$ cat config.mk
export PLATFORM = sky130hd
export DESIGN_NAME = three_phase_sine_pwm_vf_ramp
export DESIGN_NICKNAME = d
export VERILOG_FILES = /design/src/rtl/core/tpspwm_pkg.sv /design/src/rtl/core/tpspwm_div.sv /design/src/rtl/core/tpspwm_dp.sv /design/src/rtl/core/tpspwm_ctrl.sv /design/src/rtl/core/three_phase_sine_pwm_vf_ramp.sv
export SDC_FILE = /design/constraint.sdc
export NUM_CORES = 2
export LEC_CHECK = 0
export BUFFER_PORTS_ARGS = -buffer_cell sky130_fd_sc_hd__buf_2
export CAP_MARGIN = 20
export CORE_MARGIN = 1
export CORE_UTILIZATION = 40
export CTS_BUF_LIST = sky130_fd_sc_hd__clkbuf_4 sky130_fd_sc_hd__clkbuf_8 sky130_fd_sc_hd__clkbuf_16
export CTS_CLUSTER_DIAMETER = 150
export DETAILED_ROUTE_END_ITERATION = 10
export MAX_ROUTING_LAYER = met4
export SETUP_SLACK_MARGIN = 0.15
export SYNTH_ARGS = -nofsm -noshare
export SYNTH_HDL_FRONTEND = slang
export SYNTH_HIERARCHICAL = 1
export SYNTH_SLANG_ARGS = --single-unit
$ cat constraint.sdc
create_clock -name clk_i -period 11.8 [get_ports clk_i]
set_clock_uncertainty 0.15 [all_clocks]
set_input_delay 0.59 -clock clk_i [delete_from_list [all_inputs] [get_ports clk_i]]
set_output_delay 0.59 -clock clk_i [all_outputs]
set_load 0.03 [all_outputs]
$ cat src/rtl/core/tpspwm_pkg.sv
`default_nettype none
package tpspwm_pkg;

  // Sine table geometry and fixed arithmetic constants
  localparam int unsigned TABLE_SIZE = 360;
  localparam logic [16:0] MOD_M = 17'(100 * TABLE_SIZE);
  localparam logic [8:0]  HALF_IDX = 9'(TABLE_SIZE / 2);
  localparam logic [8:0]  OFF_B = 9'(TABLE_SIZE / 3);
  localparam logic [8:0]  OFF_C = 9'(2 * TABLE_SIZE / 3);
  localparam logic [31:0] REALIGN_TICKS = 32'd12000;
  localparam logic [31:0] HOLD_MAX = 32'd10000;
  localparam logic [14:0] HALF_TURN_TICKS = 15'(50 * TABLE_SIZE);
  localparam logic [8:0]  LOW_HZ = 9'd50;
  // Reciprocals: x/100 for x < 36000, x/25 for x < 150000, x/10 for x < 65536
  localparam logic [12:0] RECIP_100 = 13'd5243;
  localparam logic [17:0] RECIP_25 = 18'd167773;
  localparam logic [15:0] RECIP_10 = 16'd52429;

  typedef enum logic [2:0] {
    CFG_STEP_COEFF,
    CFG_RAMP_UP_DIV,
    CFG_SLOW_DOWN,
    CFG_DELAY_STEP,
    CFG_PWM_PERIOD,
    CFG_ACCEL_HOLD,
    CFG_DECEL_HOLD,
    CFG_VOLT_DIV
  } cfg_index_e;

  typedef enum logic [3:0] {
    ST_IDLE, ST_TICK, ST_MODA, ST_MUL, ST_IDX, ST_ZERO, ST_DIVT, ST_GAP,
    ST_DIVH, ST_VOLT, ST_DIVV, ST_PH1, ST_PH2, ST_PH3, ST_PH4, ST_OUT
  } ctrl_state_e;

  typedef enum logic [4:0] {
    OP_NONE, OP_LATCH, OP_TICK, OP_MODA, OP_MUL, OP_IDX, OP_ZERO, OP_DIVT,
    OP_GAP, OP_DIVH, OP_VOLT, OP_DIVV, OP_PH1, OP_PH2, OP_PH3, OP_PH4, OP_LOAD
  } dp_op_e;

  typedef struct packed {
    dp_op_e op;
  } dp_cmd_t;

  typedef struct packed {
    logic a_ge;
    logic mul_last;
    logic div_tick;
    logic change;
    logic accel;
    logic low_hz;
    logic div_done;
    logic ph_last;
  } dp_stat_t;

  typedef struct packed {
    logic        neg;
    logic [11:0] mag;
  } sine_t;

  localparam logic [11:0] QUARTER_WAVE [0:90] = '{
    12'd0, 12'd52, 12'd105, 12'd157, 12'd209, 12'd261, 12'd314, 12'd366, 12'd418,
    12'd469, 12'd521, 12'd572, 12'd624, 12'd675, 12'd726, 12'd776, 12'd827, 12'd877,
    12'd927, 12'd977, 12'd1026, 12'd1075, 12'd1124, 12'd1172, 12'd1220, 12'd1268,
    12'd1315, 12'd1362, 12'd1408, 12'd1454, 12'd1500, 12'd1545, 12'd1590, 12'd1634,
    12'd1678, 12'd1721, 12'd1763, 12'd1805, 12'd1847, 12'd1888, 12'd1928, 12'd1968,
    12'd2007, 12'd2046, 12'd2084, 12'd2121, 12'd2158, 12'd2194, 12'd2229, 12'd2264,
    12'd2298, 12'd2331, 12'd2364, 12'd2396, 12'd2427, 12'd2457, 12'd2487, 12'd2516,
    12'd2544, 12'd2572, 12'd2598, 12'd2624, 12'd2649, 12'd2673, 12'd2696, 12'd2719,
    12'd2741, 12'd2762, 12'd2782, 12'd2801, 12'd2819, 12'd2837, 12'd2853, 12'd2869,
    12'd2884, 12'd2898, 12'd2911, 12'd2923, 12'd2934, 12'd2945, 12'd2954, 12'd2963,
    12'd2971, 12'd2978, 12'd2984, 12'd2989, 12'd2993, 12'd2996, 12'd2998, 12'd3000,
    12'd3000
  };

  // Full-wave sine as sign and magnitude, folded from the quarter wave
  function automatic sine_t sine_lookup(logic [8:0] idx);
    sine_t      s;
    logic [6:0] q;
    if (idx <= 9'd90) begin
      q = idx[6:0];
    end else if (idx <= HALF_IDX) begin
      q = 7'(HALF_IDX - idx);
    end else if (idx <= 9'd270) begin
      q = 7'(idx - HALF_IDX);
    end else begin
      q = 7'(9'(TABLE_SIZE) - idx);
    end
    s.neg = idx > HALF_IDX;
    s.mag = QUARTER_WAVE[q];
    return s;
  endfunction

endpackage
`default_nettype wire

$ cat src/rtl/core/tpspwm_div.sv
`default_nettype none
module tpspwm_div
  import tpspwm_pkg::*;
(
  input  wire logic        clk_i,
  input  wire logic        rst_ni,
  input  wire logic        start_i,
  input  wire logic [14:0] dividend_i,
  input  wire logic [16:0] divisor_i,
  output logic             done_o,
  output logic [14:0]      quotient_o
);

  logic        busy_q, busy_d;
  logic        done_q, done_d;
  logic [3:0]  cnt_q, cnt_d;
  logic [16:0] rem_q, rem_d;
  logic [14:0] quo_q, quo_d;
  logic [16:0] dvs_q, dvs_d;
  logic [17:0] rem_sh;
  logic        ge;

  // restoring division, one quotient bit per cycle
  always_comb begin
    busy_d = busy_q;
    done_d = done_q;
    cnt_d  = cnt_q;
    rem_d  = rem_q;
    quo_d  = quo_q;
    dvs_d  = dvs_q;
    rem_sh = {rem_q, quo_q[14]};
    ge     = rem_sh >= {1'b0, dvs_q};
    if (start_i) begin
      busy_d = 1'b1;
      done_d = 1'b0;
      cnt_d  = 4'd14;
      rem_d  = '0;
      quo_d  = dividend_i;
      dvs_d  = divisor_i;
    end else if (busy_q) begin
      rem_d = ge ? 17'(rem_sh - {1'b0, dvs_q}) : rem_sh[16:0];
      quo_d = {quo_q[13:0], ge};
      cnt_d = cnt_q - 4'd1;
      if (cnt_q == 4'd0) begin
        busy_d = 1'b0;
        done_d = 1'b1;
      end
    end
  end

  always_ff @(posedge clk_i or negedge rst_ni) begin
    if (!rst_ni) begin
      busy_q <= 1'b0;
      done_q <= 1'b0;
      cnt_q  <= '0;
    end else begin
      busy_q <= busy_d;
      done_q <= done_d;
      cnt_q  <= cnt_d;
    end
  end

  always_ff @(posedge clk_i) begin
    rem_q <= rem_d;
    quo_q <= quo_d;
    dvs_q <= dvs_d;
  end

  assign done_o     = done_q;
  assign quotient_o = quo_q;

  a_start_clears_done: assert property (@(posedge clk_i) disable iff (!rst_ni)
    start_i |=> !done_q && busy_q)
    else $error("divider start did not restart the iteration");

endmodule
`default_nettype wire

$ cat src/rtl/core/tpspwm_dp.sv
`default_nettype none
module tpspwm_dp
  import tpspwm_pkg::*;
(
  input  wire logic        clk_i,
  input  wire logic        rst_ni,
  input  wire dp_cmd_t     cmd_i,
  output dp_stat_t         stat_o,
  input  wire logic [8:0]  target_i,
  input  wire logic        cfg_we_i,
  input  wire logic [2:0]  cfg_index_i,
  input  wire logic [15:0] cfg_data_i,
  output logic [15:0]      compare_a_o,
  output logic [15:0]      compare_b_o,
  output logic [15:0]      compare_c_o,
  output logic [8:0]       present_frequency_o
);

  // configuration
  logic [7:0]  step_q, step_d;
  logic [15:0] rud_q, rud_d;
  logic [15:0] slow_q, slow_d;
  logic [15:0] dstep_q, dstep_d;
  logic [15:0] period_q, period_d;
  logic [15:0] ahold_q, ahold_d;
  logic [15:0] dhold_q, dhold_d;
  logic [7:0]  vdiv_q, vdiv_d;
  // tick state
  logic [31:0] tick_q, tick_d;
  logic [31:0] hold_q, hold_d;
  logic [8:0]  hz_q, hz_d;
  logic [8:0]  idx_q, idx_d;
  logic [8:0]  target_q, target_d;
  // working registers
  logic [16:0] araw_q, araw_d;
  logic [16:0] a_q, a_d;
  logic [15:0] r_q, r_d;
  logic [4:0]  bit_q, bit_d;
  logic [6:0]  vr_q, vr_d;
  logic [1:0]  ph_q, ph_d;
  logic [18:0] p_q, p_d;
  logic [12:0] qv_q, qv_d;
  logic [15:0] m_q, m_d;
  logic        neg_q, neg_d;
  logic [15:0] cmp_q [0:2];
  logic [15:0] cmp_d [0:2];
  logic [15:0] oa_q, oa_d, ob_q, ob_d, oc_q, oc_d;
  logic [8:0]  of_q, of_d;

  // combinational helpers
  logic [31:0] hold_dec;
  logic [16:0] r2, r2m, rt;
  logic [28:0] idx_prod;
  logic        zero_hit, change, realign, div_tick, accel, high_hz;
  logic [8:0]  gap;
  logic [9:0]  sel_sum;
  logic [8:0]  sel_off, sel_idx;
  sine_t       sv;
  logic [35:0] prod25;
  logic [31:0] prod10;
  logic [12:0] vmag;
  logic signed [17:0] cs;
  logic [15:0] sat;
  logic        div_start, div_done;
  logic [14:0] div_n, quo;
  logic [16:0] div_d;

  // decisions taken at the zero crossing
  always_comb begin
    zero_hit = (idx_q == 9'd0) || (idx_q == HALF_IDX);
    change   = zero_hit && (target_q != hz_q) && (hold_q == 32'd0);
    realign  = zero_hit && ((tick_q >= REALIGN_TICKS) || change);
    div_tick = realign && (idx_q != 9'd0) && (araw_q != 17'd0);
    accel    = target_q > hz_q;
    high_hz  = hz_q > LOW_HZ;
    gap      = accel ? 9'(target_q - hz_q) : 9'(hz_q - target_q);
  end

  // hold countdown and modular product step
  always_comb begin
    hold_dec = (hold_q != 32'd0) ? hold_q - {16'd0, dstep_q} : hold_q;
    if (hold_dec > HOLD_MAX) hold_dec = 32'd0;
    r2       = {r_q, 1'b0};
    r2m      = (r2 >= MOD_M) ? r2 - MOD_M : r2;
    rt       = r2m + (tick_q[bit_q] ? a_q : 17'd0);
    if (rt >= MOD_M) rt = rt - MOD_M;
    idx_prod = 29'(r_q) * 29'(RECIP_100);
  end

  // per-phase amplitude path
  always_comb begin
    unique case (ph_q)
      2'd1:    sel_off = OFF_B;
      2'd2:    sel_off = OFF_C;
      default: sel_off = 9'd0;
    endcase
    sel_sum = {1'b0, idx_q} + {1'b0, sel_off};
    sel_idx = (sel_sum >= 10'(TABLE_SIZE)) ? 9'(sel_sum - 10'(TABLE_SIZE)) : sel_sum[8:0];
    sv      = sine_lookup(sel_idx);
    prod25  = 36'(p_q[18:1]) * 36'(RECIP_25);
    prod10  = 32'(m_q) * 32'(RECIP_10);
    vmag    = prod10[31:19];
    cs      = $signed({3'b000, period_q[15:1]})
            + (neg_q ? -$signed({5'd0, vmag}) : $signed({5'd0, vmag}));
    if (cs < 0) begin
      sat = 16'd0;
    end else if (cs > 18'sd65535) begin
      sat = 16'hFFFF;
    end else begin
      sat = cs[15:0];
    end
  end

  // shared divider operands
  always_comb begin
    div_start = ((cmd_i.op == OP_ZERO) && div_tick)
             || ((cmd_i.op == OP_GAP) && accel)
             || ((cmd_i.op == OP_VOLT) && !high_hz);
    priority case (cmd_i.op)
      OP_ZERO: begin
        div_n = HALF_TURN_TICKS;
        div_d = araw_q;
      end
      OP_GAP: begin
        div_n = 15'(gap);
        div_d = (rud_q == 16'd0) ? 17'd1 : {1'b0, rud_q};
      end
      default: begin
        div_n = 15'(LOW_HZ - hz_q);
        div_d = (vdiv_q == 8'd0) ? 17'd1 : {9'd0, vdiv_q};
      end
    endcase
  end

  tpspwm_div u_div (
    .clk_i      (clk_i),
    .rst_ni     (rst_ni),
    .start_i    (div_start),
    .dividend_i (div_n),
    .divisor_i  (div_d),
    .done_o     (div_done),
    .quotient_o (quo)
  );

  // next-state of all registers
  always_comb begin
    step_d = step_q; rud_d = rud_q; slow_d = slow_q; dstep_d = dstep_q;
    period_d = period_q; ahold_d = ahold_q; dhold_d = dhold_q; vdiv_d = vdiv_q;
    tick_d = tick_q; hold_d = hold_q; hz_d = hz_q; idx_d = idx_q; target_d = target_q;
    araw_d = araw_q; a_d = a_q; r_d = r_q; bit_d = bit_q; vr_d = vr_q; ph_d = ph_q;
    p_d = p_q; qv_d = qv_q; m_d = m_q; neg_d = neg_q;
    cmp_d = cmp_q;
    oa_d = oa_q; ob_d = ob_q; oc_d = oc_q; of_d = of_q;

    if (cfg_we_i) begin
      unique case (cfg_index_e'(cfg_index_i))
        CFG_STEP_COEFF:  step_d   = cfg_data_i[7:0];
        CFG_RAMP_UP_DIV: rud_d    = cfg_data_i;
        CFG_SLOW_DOWN:   slow_d   = cfg_data_i;
        CFG_DELAY_STEP:  dstep_d  = cfg_data_i;
        CFG_PWM_PERIOD:  period_d = cfg_data_i;
        CFG_ACCEL_HOLD:  ahold_d  = cfg_data_i;
        CFG_DECEL_HOLD:  dhold_d  = cfg_data_i;
        CFG_VOLT_DIV:    vdiv_d   = cfg_data_i[7:0];
      endcase
    end

    case (cmd_i.op)
      OP_LATCH: target_d = target_i;
      OP_TICK: begin
        tick_d = tick_q + 32'd1;
        hold_d = hold_dec;
        araw_d = 17'(step_q) * 17'(hz_q);
        a_d    = 17'(step_q) * 17'(hz_q);
      end
      OP_MODA: begin
        if (a_q >= MOD_M) begin
          a_d = a_q - MOD_M;
        end else begin
          r_d   = '0;
          bit_d = 5'd31;
        end
      end
      OP_MUL: begin
        r_d   = rt[15:0];
        bit_d = bit_q - 5'd1;
      end
      OP_IDX: idx_d = idx_prod[27:19];
      OP_ZERO: begin
        if (realign && ((idx_q == 9'd0) || (araw_q == 17'd0))) tick_d = 32'd0;
      end
      OP_DIVT: if (div_done) tick_d = {17'd0, quo};
      OP_GAP: begin
        if (!accel) begin
          hold_d = 32'(25'(gap) * 25'(slow_q)) + {16'd0, dhold_q};
          hz_d   = hz_q - 9'd1;
        end
      end
      OP_DIVH: begin
        if (div_done) begin
          hold_d = {17'd0, quo} + {16'd0, ahold_q};
          hz_d   = hz_q + 9'd1;
        end
      end
      OP_VOLT: ph_d = 2'd0;
      OP_DIVV: if (div_done) vr_d = 7'(hz_q) + quo[6:0];
      OP_PH1: begin
        neg_d = sv.neg;
        p_d   = high_hz ? {7'd0, sv.mag} : 19'(sv.mag) * 19'(vr_q);
      end
      OP_PH2: qv_d = high_hz ? p_q[12:0] : prod25[34:22];
      OP_PH3: m_d = 16'(qv_q) * 16'd9;
      OP_PH4: begin
        cmp_d[ph_q] = sat;
        ph_d        = ph_q + 2'd1;
      end
      OP_LOAD: begin
        oa_d = cmp_q[0];
        ob_d = cmp_q[1];
        oc_d = cmp_q[2];
        of_d = hz_q;
      end
      default: ;
    endcase
  end

  always_ff @(posedge clk_i or negedge rst_ni) begin
    if (!rst_ni) begin
      step_q   <= 8'd1;
      rud_q    <= 16'd1;
      slow_q   <= 16'd1;
      dstep_q  <= 16'd1;
      period_q <= 16'd6000;
      ahold_q  <= '0;
      dhold_q  <= '0;
      vdiv_q   <= 8'd1;
      tick_q   <= '0;
      hold_q   <= '0;
      hz_q     <= '0;
      idx_q    <= '0;
      r_q      <= '0;
      ph_q     <= '0;
      bit_q    <= '0;
    end else begin
      step_q   <= step_d;
      rud_q    <= rud_d;
      slow_q   <= slow_d;
      dstep_q  <= dstep_d;
      period_q <= period_d;
      ahold_q  <= ahold_d;
      dhold_q  <= dhold_d;
      vdiv_q   <= vdiv_d;
      tick_q   <= tick_d;
      hold_q   <= hold_d;
      hz_q     <= hz_d;
      idx_q    <= idx_d;
      r_q      <= r_d;
      ph_q     <= ph_d;
      bit_q    <= bit_d;
    end
  end

  always_ff @(posedge clk_i) begin
    target_q <= target_d;
    araw_q   <= araw_d;
    a_q      <= a_d;
    vr_q     <= vr_d;
    p_q      <= p_d;
    qv_q     <= qv_d;
    m_q      <= m_d;
    neg_q    <= neg_d;
    cmp_q    <= cmp_d;
    oa_q     <= oa_d;
    ob_q     <= ob_d;
    oc_q     <= oc_d;
    of_q     <= of_d;
  end

  always_comb begin
    stat_o.a_ge     = a_q >= MOD_M;
    stat_o.mul_last = bit_q == 5'd0;
    stat_o.div_tick = div_tick;
    stat_o.change   = change;
    stat_o.accel    = accel;
    stat_o.low_hz   = !high_hz;
    stat_o.div_done = div_done;
    stat_o.ph_last  = ph_q == 2'd2;
  end

  assign compare_a_o         = oa_q;
  assign compare_b_o         = ob_q;
  assign compare_c_o         = oc_q;
  assign present_frequency_o = of_q;

  a_residue_reduced: assert property (@(posedge clk_i) disable iff (!rst_ni)
    r_q < MOD_M[15:0])
    else $error("phase residue out of range");

  a_index_in_table: assert property (@(posedge clk_i) disable iff (!rst_ni)
    idx_q < 9'(TABLE_SIZE))
    else $error("phase index out of table");

endmodule
`default_nettype wire

$ cat src/rtl/core/tpspwm_ctrl.sv
`default_nettype none
module tpspwm_ctrl
  import tpspwm_pkg::*;
(
  input  wire logic     clk_i,
  input  wire logic     rst_ni,
  input  wire logic     in_valid_i,
  output logic          in_ready_o,
  output logic          out_valid_o,
  input  wire logic     out_ready_i,
  input  wire dp_stat_t stat_i,
  output dp_cmd_t       cmd_o
);

  ctrl_state_e state_q, state_d;
  logic        out_valid_q, out_valid_d;
  logic        out_free;

  assign out_free = !out_valid_q || out_ready_i;

  // next state
  always_comb begin
    state_d = state_q;
    unique case (state_q)
      ST_IDLE: if (in_valid_i) state_d = ST_TICK;
      ST_TICK: state_d = ST_MODA;
      ST_MODA: if (!stat_i.a_ge) state_d = ST_MUL;
      ST_MUL:  if (stat_i.mul_last) state_d = ST_IDX;
      ST_IDX:  state_d = ST_ZERO;
      ST_ZERO: begin
        if (stat_i.div_tick) state_d = ST_DIVT;
        else if (stat_i.change) state_d = ST_GAP;
        else state_d = ST_VOLT;
      end
      ST_DIVT: if (stat_i.div_done) state_d = stat_i.change ? ST_GAP : ST_VOLT;
      ST_GAP:  state_d = stat_i.accel ? ST_DIVH : ST_VOLT;
      ST_DIVH: if (stat_i.div_done) state_d = ST_VOLT;
      ST_VOLT: state_d = stat_i.low_hz ? ST_DIVV : ST_PH1;
      ST_DIVV: if (stat_i.div_done) state_d = ST_PH1;
      ST_PH1:  state_d = ST_PH2;
      ST_PH2:  state_d = ST_PH3;
      ST_PH3:  state_d = ST_PH4;
      ST_PH4:  state_d = stat_i.ph_last ? ST_OUT : ST_PH1;
      ST_OUT:  if (out_free) state_d = ST_IDLE;
    endcase
  end

  // datapath command per state
  always_comb begin
    in_ready_o = 1'b0;
    cmd_o.op   = OP_NONE;
    unique case (state_q)
      ST_IDLE: begin
        in_ready_o = 1'b1;
        if (in_valid_i) cmd_o.op = OP_LATCH;
      end
      ST_TICK: cmd_o.op = OP_TICK;
      ST_MODA: cmd_o.op = OP_MODA;
      ST_MUL:  cmd_o.op = OP_MUL;
      ST_IDX:  cmd_o.op = OP_IDX;
      ST_ZERO: cmd_o.op = OP_ZERO;
      ST_DIVT: cmd_o.op = OP_DIVT;
      ST_GAP:  cmd_o.op = OP_GAP;
      ST_DIVH: cmd_o.op = OP_DIVH;
      ST_VOLT: cmd_o.op = OP_VOLT;
      ST_DIVV: cmd_o.op = OP_DIVV;
      ST_PH1:  cmd_o.op = OP_PH1;
      ST_PH2:  cmd_o.op = OP_PH2;
      ST_PH3:  cmd_o.op = OP_PH3;
      ST_PH4:  cmd_o.op = OP_PH4;
      ST_OUT:  if (out_free) cmd_o.op = OP_LOAD;
    endcase
  end

  // output beat holding register
  always_comb begin
    out_valid_d = out_valid_q;
    if ((state_q == ST_OUT) && out_free) begin
      out_valid_d = 1'b1;
    end else if (out_ready_i) begin
      out_valid_d = 1'b0;
    end
  end

  always_ff @(posedge clk_i or negedge rst_ni) begin
    if (!rst_ni) begin
      state_q     <= ST_IDLE;
      out_valid_q <= 1'b0;
    end else begin
      state_q     <= state_d;
      out_valid_q <= out_valid_d;
    end
  end

  assign out_valid_o = out_valid_q;

  a_load_presents_beat: assert property (@(posedge clk_i) disable iff (!rst_ni)
    (state_q == ST_OUT) && out_free |=> out_valid_q && (state_q == ST_IDLE))
    else $error("result load did not present a beat");

endmodule
`default_nettype wire

$ cat src/rtl/core/three_phase_sine_pwm_vf_ramp.sv
// Processing: each accepted input beat runs the 32-step modular product and up to three
//   passes of the shared divider before its result beat is loaded.
// Flow: one item at a time; the next input beat is taken when the controller is back
//   in idle, while the previous result may still wait in the output register.
// Reset (rst_ni low, asynchronous): registers with a reset load their reset values, ramp state
//   clears, no result is pending; the sine table is constant logic.
`default_nettype none
module three_phase_sine_pwm_vf_ramp
  import tpspwm_pkg::*;
(
  input  wire logic        clk_i,
  input  wire logic        rst_ni,
  input  wire logic        s_axis_tvalid,
  output logic             s_axis_tready,
  input  wire logic [15:0] s_axis_tdata,  // [8:0] target_frequency, [15:9] zero
  output logic             m_axis_tvalid,
  input  wire logic        m_axis_tready,
  // [15:0] compare_a, [31:16] compare_b, [47:32] compare_c,
  // [56:48] present_frequency, [63:57] zero
  output logic [63:0]      m_axis_tdata,
  input  wire logic        cfg_valid_i,
  output logic             cfg_ready_o,
  input  wire logic [2:0]  cfg_index_i,
  input  wire logic [15:0] cfg_data_i
);

  dp_cmd_t     cmd;
  dp_stat_t    stat;
  logic [15:0] cmp_a, cmp_b, cmp_c;
  logic [8:0]  freq;

  assign cfg_ready_o = 1'b1;

  tpspwm_ctrl u_ctrl (
    .clk_i       (clk_i),
    .rst_ni      (rst_ni),
    .in_valid_i  (s_axis_tvalid),
    .in_ready_o  (s_axis_tready),
    .out_valid_o (m_axis_tvalid),
    .out_ready_i (m_axis_tready),
    .stat_i      (stat),
    .cmd_o       (cmd)
  );

  tpspwm_dp u_dp (
    .clk_i               (clk_i),
    .rst_ni              (rst_ni),
    .cmd_i               (cmd),
    .stat_o              (stat),
    .target_i            (s_axis_tdata[8:0]),
    .cfg_we_i            (cfg_valid_i),
    .cfg_index_i         (cfg_index_i),
    .cfg_data_i          (cfg_data_i),
    .compare_a_o         (cmp_a),
    .compare_b_o         (cmp_b),
    .compare_c_o         (cmp_c),
    .present_frequency_o (freq)
  );

  // pack result beat
  assign m_axis_tdata = {7'd0, freq, cmp_c, cmp_b, cmp_a};

endmodule
`default_nettype wire
## Word level (Yosys, flattened, before mapping)

Memories as Yosys holds them, arrays and structs flattened.
Index checks and enable logic that the tools add are counted.

| storage, ports and cells | value |
|---|---|
| output and inout bits | 67 |
| input bits | 40 |
| memories kept | 1 |
| memory bits (read-only) | 1536 |
| register bits | 481 |
| word-level logic and storage cells | 277 |

Memory list:

| memory | words | bits a word | rd ports | clocked after memory_dff | write ports | RTL line | text |
|---|---|---|---|---|---|---|---|
| (no name shown) | 128 | 12 | 1 | 0 | 0 | tpspwm_pkg.sv:89 | `s.mag = QUARTER_WAVE[q];` |

| cells by class | value |
|---|---|
| multipliers | 7 |
| reduce and logical (&&, ||, !) cells | 56 |
| muxes and demuxes | 73 |
| bitwise operators | 2 |
| $add $sub $neg | 25 |
| magnitude comparators | 19 |
| equality and inequality tests | 55 |

Operators with widths:

| cell | number |
|---|---|
| $mux 32 | 6 |
| $pmux 32 s3 | 2 |
| $mux 16 | 6 |
| $pmux 5 s16 | 1 |
| $mux 17 | 4 |
| $pmux 17 s2 | 2 |
| $pmux 4 s16 | 1 |
| $ge 17x16->1 const B | 3 |
| $bwmux 48 | 1 |
| $mux 4 | 11 |
| $eq 5x4->1 const B | 8 |
| $mux 12 | 3 |
| $mux 9 | 4 |
| $mul 18x18->35 const B | 1 |
| $sub 17x16->17 const B | 2 |
| $add 32x1->32 const B | 1 |
| $demux 16 s2 | 1 |
| $eq 4x4->1 const B | 8 |
| $ge 32x14->1 const B | 1 |
| $gt 32x14->1 const B | 1 |
| $logic_not 32->1 | 1 |
| $mul 16x16->32 const B | 1 |
| $pmux 16 s2 | 1 |
| $reduce_bool 32->1 | 1 |
| other kinds (89) | 166 |

## Longest topological paths before layout

| depth | value |
|---|---|
| word-level depth | 15 |
| gate-level depth with buffers | 48 |
| depth with buffers taken out | 45 |

## By module

Netlist, hierarchy kept.

Modules (own cells, without submodules):

| module | cells an instance | sequential area each (µm²) | times used | area an instance (µm²) |
|---|---|---|---|---|
| tpspwm_dp | 4847 | 11546.1 | 1 | 48282.6 |
| tpspwm_div | 299 | 1451.4 | 1 | 3118.0 |
| tpspwm_ctrl | 60 | 125.1 | 1 | 455.4 |
| three_phase_sine_pwm_vf_ramp | 10 | 0.0 | 1 | 67.6 |

## Least setup slack after synthesis

No wires, ideal clock.

| timing path | value |
|---|---|
| path type | register -> register |
| start | register u_dp.ph_q[0] |
| end | register u_dp.p_q[18] (data pin) |
| cell stages (with the launch flop) | 45 |
| library setup time | 266 ps |
| required time | 11384 ps |
| setup slack | 1825 ps |
| buffers on the path | 4 |
| arrival | 9560 ps |
| period minus slack after synthesis | 9975 ps |
| path through | dfrtp_1 inv_1 ha_1 ha_1 a211o_1 and2_1 buf_2 o32ai_4 a21oi_4 o221a_1 buf_6 nor4_4 o2bb2ai_1 a21oi_1 o22ai_1 clkbuf_1 ha_1 buf_2 [9 not listed] inv_1 fa_1 inv_1 ha_1 inv_1 o21bai_1 a21oi_1 o21bai_1 a21oi_1 o21bai_1 a21oi_1 o21bai_1 a21oi_1 o211ai_1 a21o_1 a21oi_1 xnor2_1 nor2_1 |

| between the ends | value |
|---|---|
| cells in the longest elaborated chain, start to end | 14 |
| elaborated cells on any way between the ends | 21 |
| those cells by class | add/sub: 5; mul: 1; order compare: 4; eq/ne: 2; mux: 7; bitwise: 1; memory: 1 |

Ends and longest elaborated chain:

| what | RTL line | text |
|---|---|---|
| start, declared | tpspwm_dp.sv:40 | `logic [1:0] ph_q, ph_d;` |
| start signal, assigned | tpspwm_dp.sv:258 | `ph_q <= ph_d;` |
| $eq 2x2->1 / $eq 2x1->1 (equally long branches) | tpspwm_dp.sv:92 | `unique case (ph_q)` |
| $pmux 8 s2 (*) | tpspwm_dp.sv:92 |  |
| $add 9x8->10 (*) | tpspwm_dp.sv:97 | `sel_sum = {1'b0, idx_q} + {1'b0, sel_off};` |
| $sub 9x9->9 / $ge 10x9->1 (equally long branches) | tpspwm_dp.sv:98 | `sel_idx = (sel_sum >= 10'(TABLE_SIZE)) ? 9'(sel_sum - 10'(TABLE_SIZE)) : sel_sum[8:0];` |
| $mux 9 (*) | tpspwm_dp.sv:98 |  |
| $le 9x9->1 (tied with other cells) | tpspwm_pkg.sv:83 | `end else if (idx <= 9'd270) begin` |
| $mux 7 | tpspwm_pkg.sv:83 |  |
| $mux 7 | tpspwm_pkg.sv:81 | `end else if (idx <= HALF_IDX) begin` |
| $mux 7 (*) | tpspwm_pkg.sv:79 | `if (idx <= 9'd90) begin` |
| $not 7->8 (not written as such) (*) | tpspwm_pkg.sv:89 |  |
| $mem_v2 128x12 (*) | -- |  |
| $mux 12 (not written as such) (*) (2 in a row) | tpspwm_pkg.sv:89 |  |
| $mul 12x7->19 (*) | tpspwm_dp.sv:209 | `p_d = high_hz ? {7'd0, sv.mag} : 19'(sv.mag) * 19'(vr_q);` |
| end signal, assigned | tpspwm_dp.sv:268 | `p_q <= p_d;` |
| end, declared | tpspwm_dp.sv:41 | `logic [18:0] p_q, p_d;` |

Mark *: on every way between the ends. The rest lies on a longest branch, timed or not. The select of a mux whose other input is x is not followed.
A chain may end at the register's enable or synchronous reset.

## Final worst setup path

Same ends and word-level chain as after synthesis.

==> out/results.txt <==
Outcome: completed
Dpl hpwl: 102,000 µm
Period utilization: 0.923
Post-Syn Area: 51,900 µm²
Number of top-level pins: 107
CP Capture Type: flop
CTS tree: built
Fin. Hold Viols: 0
Min cycle time layout: 10.89 ns
Largest net degree at the start of global routing: 99
Fmax: 91.8 MHz
Critical path data arrival time: 11.07 ns
Synth top area cells: fa_1 19%, ha_1 17%, edfxtp_1 14%, dfrtp_1 10%, inv_1 5.9%
Synthesis-stage register bit count: 480
H-tree depth: 2
Core area: 128,000 µm²
Final RePlAce weighted congestion: 0.918
Number of synthesized flops with an enable pin: 236
CP max-delay cell: fa_1
Worst Setup EP: u_dp/p_q[18]
Die width: 362 µm
Root buffer cell: clkbuf_16
Worst Max-Slew Pin Slew: 1.10 ns
DP Area: 54,100 µm²
Ratio of cells with drive above 1 in the final layout: 0.0890
Clock buffer depth: 3
Sequential fraction of the synthesis area: 0.253
Final ANT Viol Nets: 0
Final setup fails: 0
Max transition margin: 0.267
Synth-to-layout area growth: 8.32%
Synth warn: 6
Total GRT Usage: 0.204
Antenna violations before repair: 6
Final wirelength: 129,000 µm
Vias per inst: 5.24
DRC Markers: 0
Gr busiest metal: met2
Synth Flop Type: edfxtp_1
CP startpoint: u_dp/ph_q[0]
DRT iter0 DRCs: 2,349
Final net count: 6,485
Setup TNS: 0 ns
Total overflow reported by the global router: 0
Reg2reg end: u_dp/p_q[18]
Cell with the most instances after synthesis: inv_1
Met3 usage: 0.0293
GR Layer Usage met1: 0.278
DR WL/cell: 18.3 µm
Setup crit start kind: flop
Worst-path maximum fanout: 9
IO buf count: 91
R2R cell count: 42
First-pass GRT wire length: 207,000 µm
Design area: 56,200 µm²
Rows: 131
Die Ht: 362 µm
Syn avg cell area: 9.95 µm²
Syn Inst Count: 5,216
Max Slew Vio Count: 0
Worst r2r src: u_dp/ph_q[0]
Yosys top cell area share: 0.192
Max cap viols: 0
Worst-path clk slew: 0.06 ns
Critical Path RT: 11.98 ns
RSZ-0062 raised after global routing: no
Post-synthesis async set-or-reset flop share: 0.473
Via count of the first global-routing pass: 37,300
Worst-Skew Late Latency: 0.64 ns
Yosys top cell by area: fa_1
HP Class: input pin to flop
Post-synth cell types: 111
Via Count: 36,800
Worst path most repeated cell: a21oi_1
GRT met2 Usage: 0.323
Clock sinks: 480
R2R setup slack: 0.91 ns
CP peak stage delay: 0.53 ns
Inserted Clock Buffers: 54
Pre-Repair DR Iteration Count: 5
DIE AREA: 131,000 µm²
Initial Util: 0.405
Most frequent cells after synthesis: 823 x inv_1, 702 x ha_1, 498 x fa_1, 425 x nand2_1, 236 x edfxtp_1
Critical path type: flop to flop
-- layout by cell type, fill, tap and decap left out, types with 21 or more instances in the layout --
cell       netlist  layout
nor4_1          34      34
o22ai_1         27      27
dfrtp_1        215     215
mux2_2         134     134
and3_1          29      28
mux2i_1         21      21
buf_4           21      50
a21oi_1        216     214
nor2_1         217     214
a31oi_1         21      21
nor2b_1         77      77
buf_2           19      90
xnor2_1        172     172
o21ai_0        213     213
o211ai_1        21      21
and2_1         134     134
nand2b_1        51      50
a21o_1          78      78
ha_1           702     702
inv_1          823     822
xor2_1          89      89
clkbuf_16        0      57
o21bai_1        37      37
o21a_1          30      30
or3_1           26      25
edfxtp_1       236     236
fa_1           498     498
nand3_1         65      65
nor3_1          76      73
nand2_1        425     425
nand4_1         22      22
-- through the flow --
stage	utilization	cells	setup slack [ns]	hold slack [ns]
after floorplan	-	5222	1.82	0.144
after global placement	0.422	6904	0.922	0.252
after detailed placement	0.422	6904	0.795	0.255
after CTS	0.438	7016	0.735	0.149
after global routing	0.439	7023	0.213	0.162
final	0.439	7025	0.910	0.208
-- kinds of logic (layout without fill, tap and decap cells) --
group / Yosys count / in the layout / share of synthesized area
xor gates and xnor gates: 263 / 263 / 0.0447
other: 2 / 13 / 0.000145
and+or+nand+nor: 1202 / 1202 / 0.112
adders and majority gates: 1200 / 1200 / 0.361
AOI/OAI and AO/OA: 886 / 886 / 0.114
muxes: 169 / 169 / 0.0387
buffers and inverters: 1014 / 1083 / 0.0768
DFF: 480 / 480 / 0.253
-- metal layers --
metal  vias to the layer above  share of wire
li1                      17600              -
met1                     18300           0.47
met2                       768           0.46
met3                       158          0.049
met4                         0          0.021
met5                         -              0
-- worst min-delay path by stage --
stage                                 to  depth (start not counted)      startpoint  slack, ns
floorplan             u_ctrl/out_valid_o                          0          rst_ni       0.14
global placement    u_dp/compare_a_o[11]                          0  u_dp/cmp_q[43]       0.25
detailed placement  u_dp/compare_a_o[11]                          0  u_dp/cmp_q[43]       0.25
CTS                   u_ctrl/out_valid_o                          2   m_axis_tready       0.15
global route          u_ctrl/out_valid_o                          2   m_axis_tready       0.16
finish                u_ctrl/out_valid_o                          2   m_axis_tready       0.21
-- registers in the layout, summed over array words and instances (netlist names), 13 cells and up --
name / cells
u_dp/ahold_q: 16
u_dp/a_q: 17
u_dp/period_q: 15
u_dp/araw_q: 17
u_dp/r_q: 16
u_dp/slow_q: 16
u_dp/u_div/quotient_o: 15
u_dp/dhold_q: 16
u_dp/compare_b_o: 16
u_dp/hold_q: 32
u_dp/cmp_q: 48
u_dp/p_q: 19
u_dp/qv_q: 13
u_dp/compare_c_o: 16
u_dp/dstep_q: 16
u_dp/tick_q: 32
u_dp/m_q: 16
u_dp/compare_a_o: 16
u_dp/u_div/rem_q: 17
u_dp/u_div/dvs_q: 17
u_dp/rud_q: 16
-- worst max-delay path, delay by kind of cell, from the launching register on --
| family | cells | cell delay [ns] |
|---|---|---|
| flops | 1 | 0.37 |
| xor+xnor | 1 | 0.14 |
| compound gates | 21 | 4.53 |
| buf+inv | 6 | 0.53 |
| simple gates | 6 | 1.30 |
| fa+ha+maj | 8 | 3.54 |
-- repair_timing --
item	CTS	global route
resized for setup	0	4
endpoints found under the hold margin	102	0
setup buffers	0	1
setup endpoints to repair	0	1
hold buffers	10	0
-- area by class of cell --
| class | count | area, µm² |
|---|---|---|
| sequential | 480 | 13100 |
| clock inverter | 40 | 465 |
| inverter | 827 | 3110 |
| antenna | 5 | 12.5 |
| fill | 12500 | 71900 |
| clock buffer | 62 | 1460 |
| timing repair buffer | 154 | 987 |
| multi-input combinational | 3728 | 34900 |
| tap | 1729 | 2160 |
Power is not shown: default switching activity piles up to over one toggle a cycle in this logic, so the estimate is an artifact.
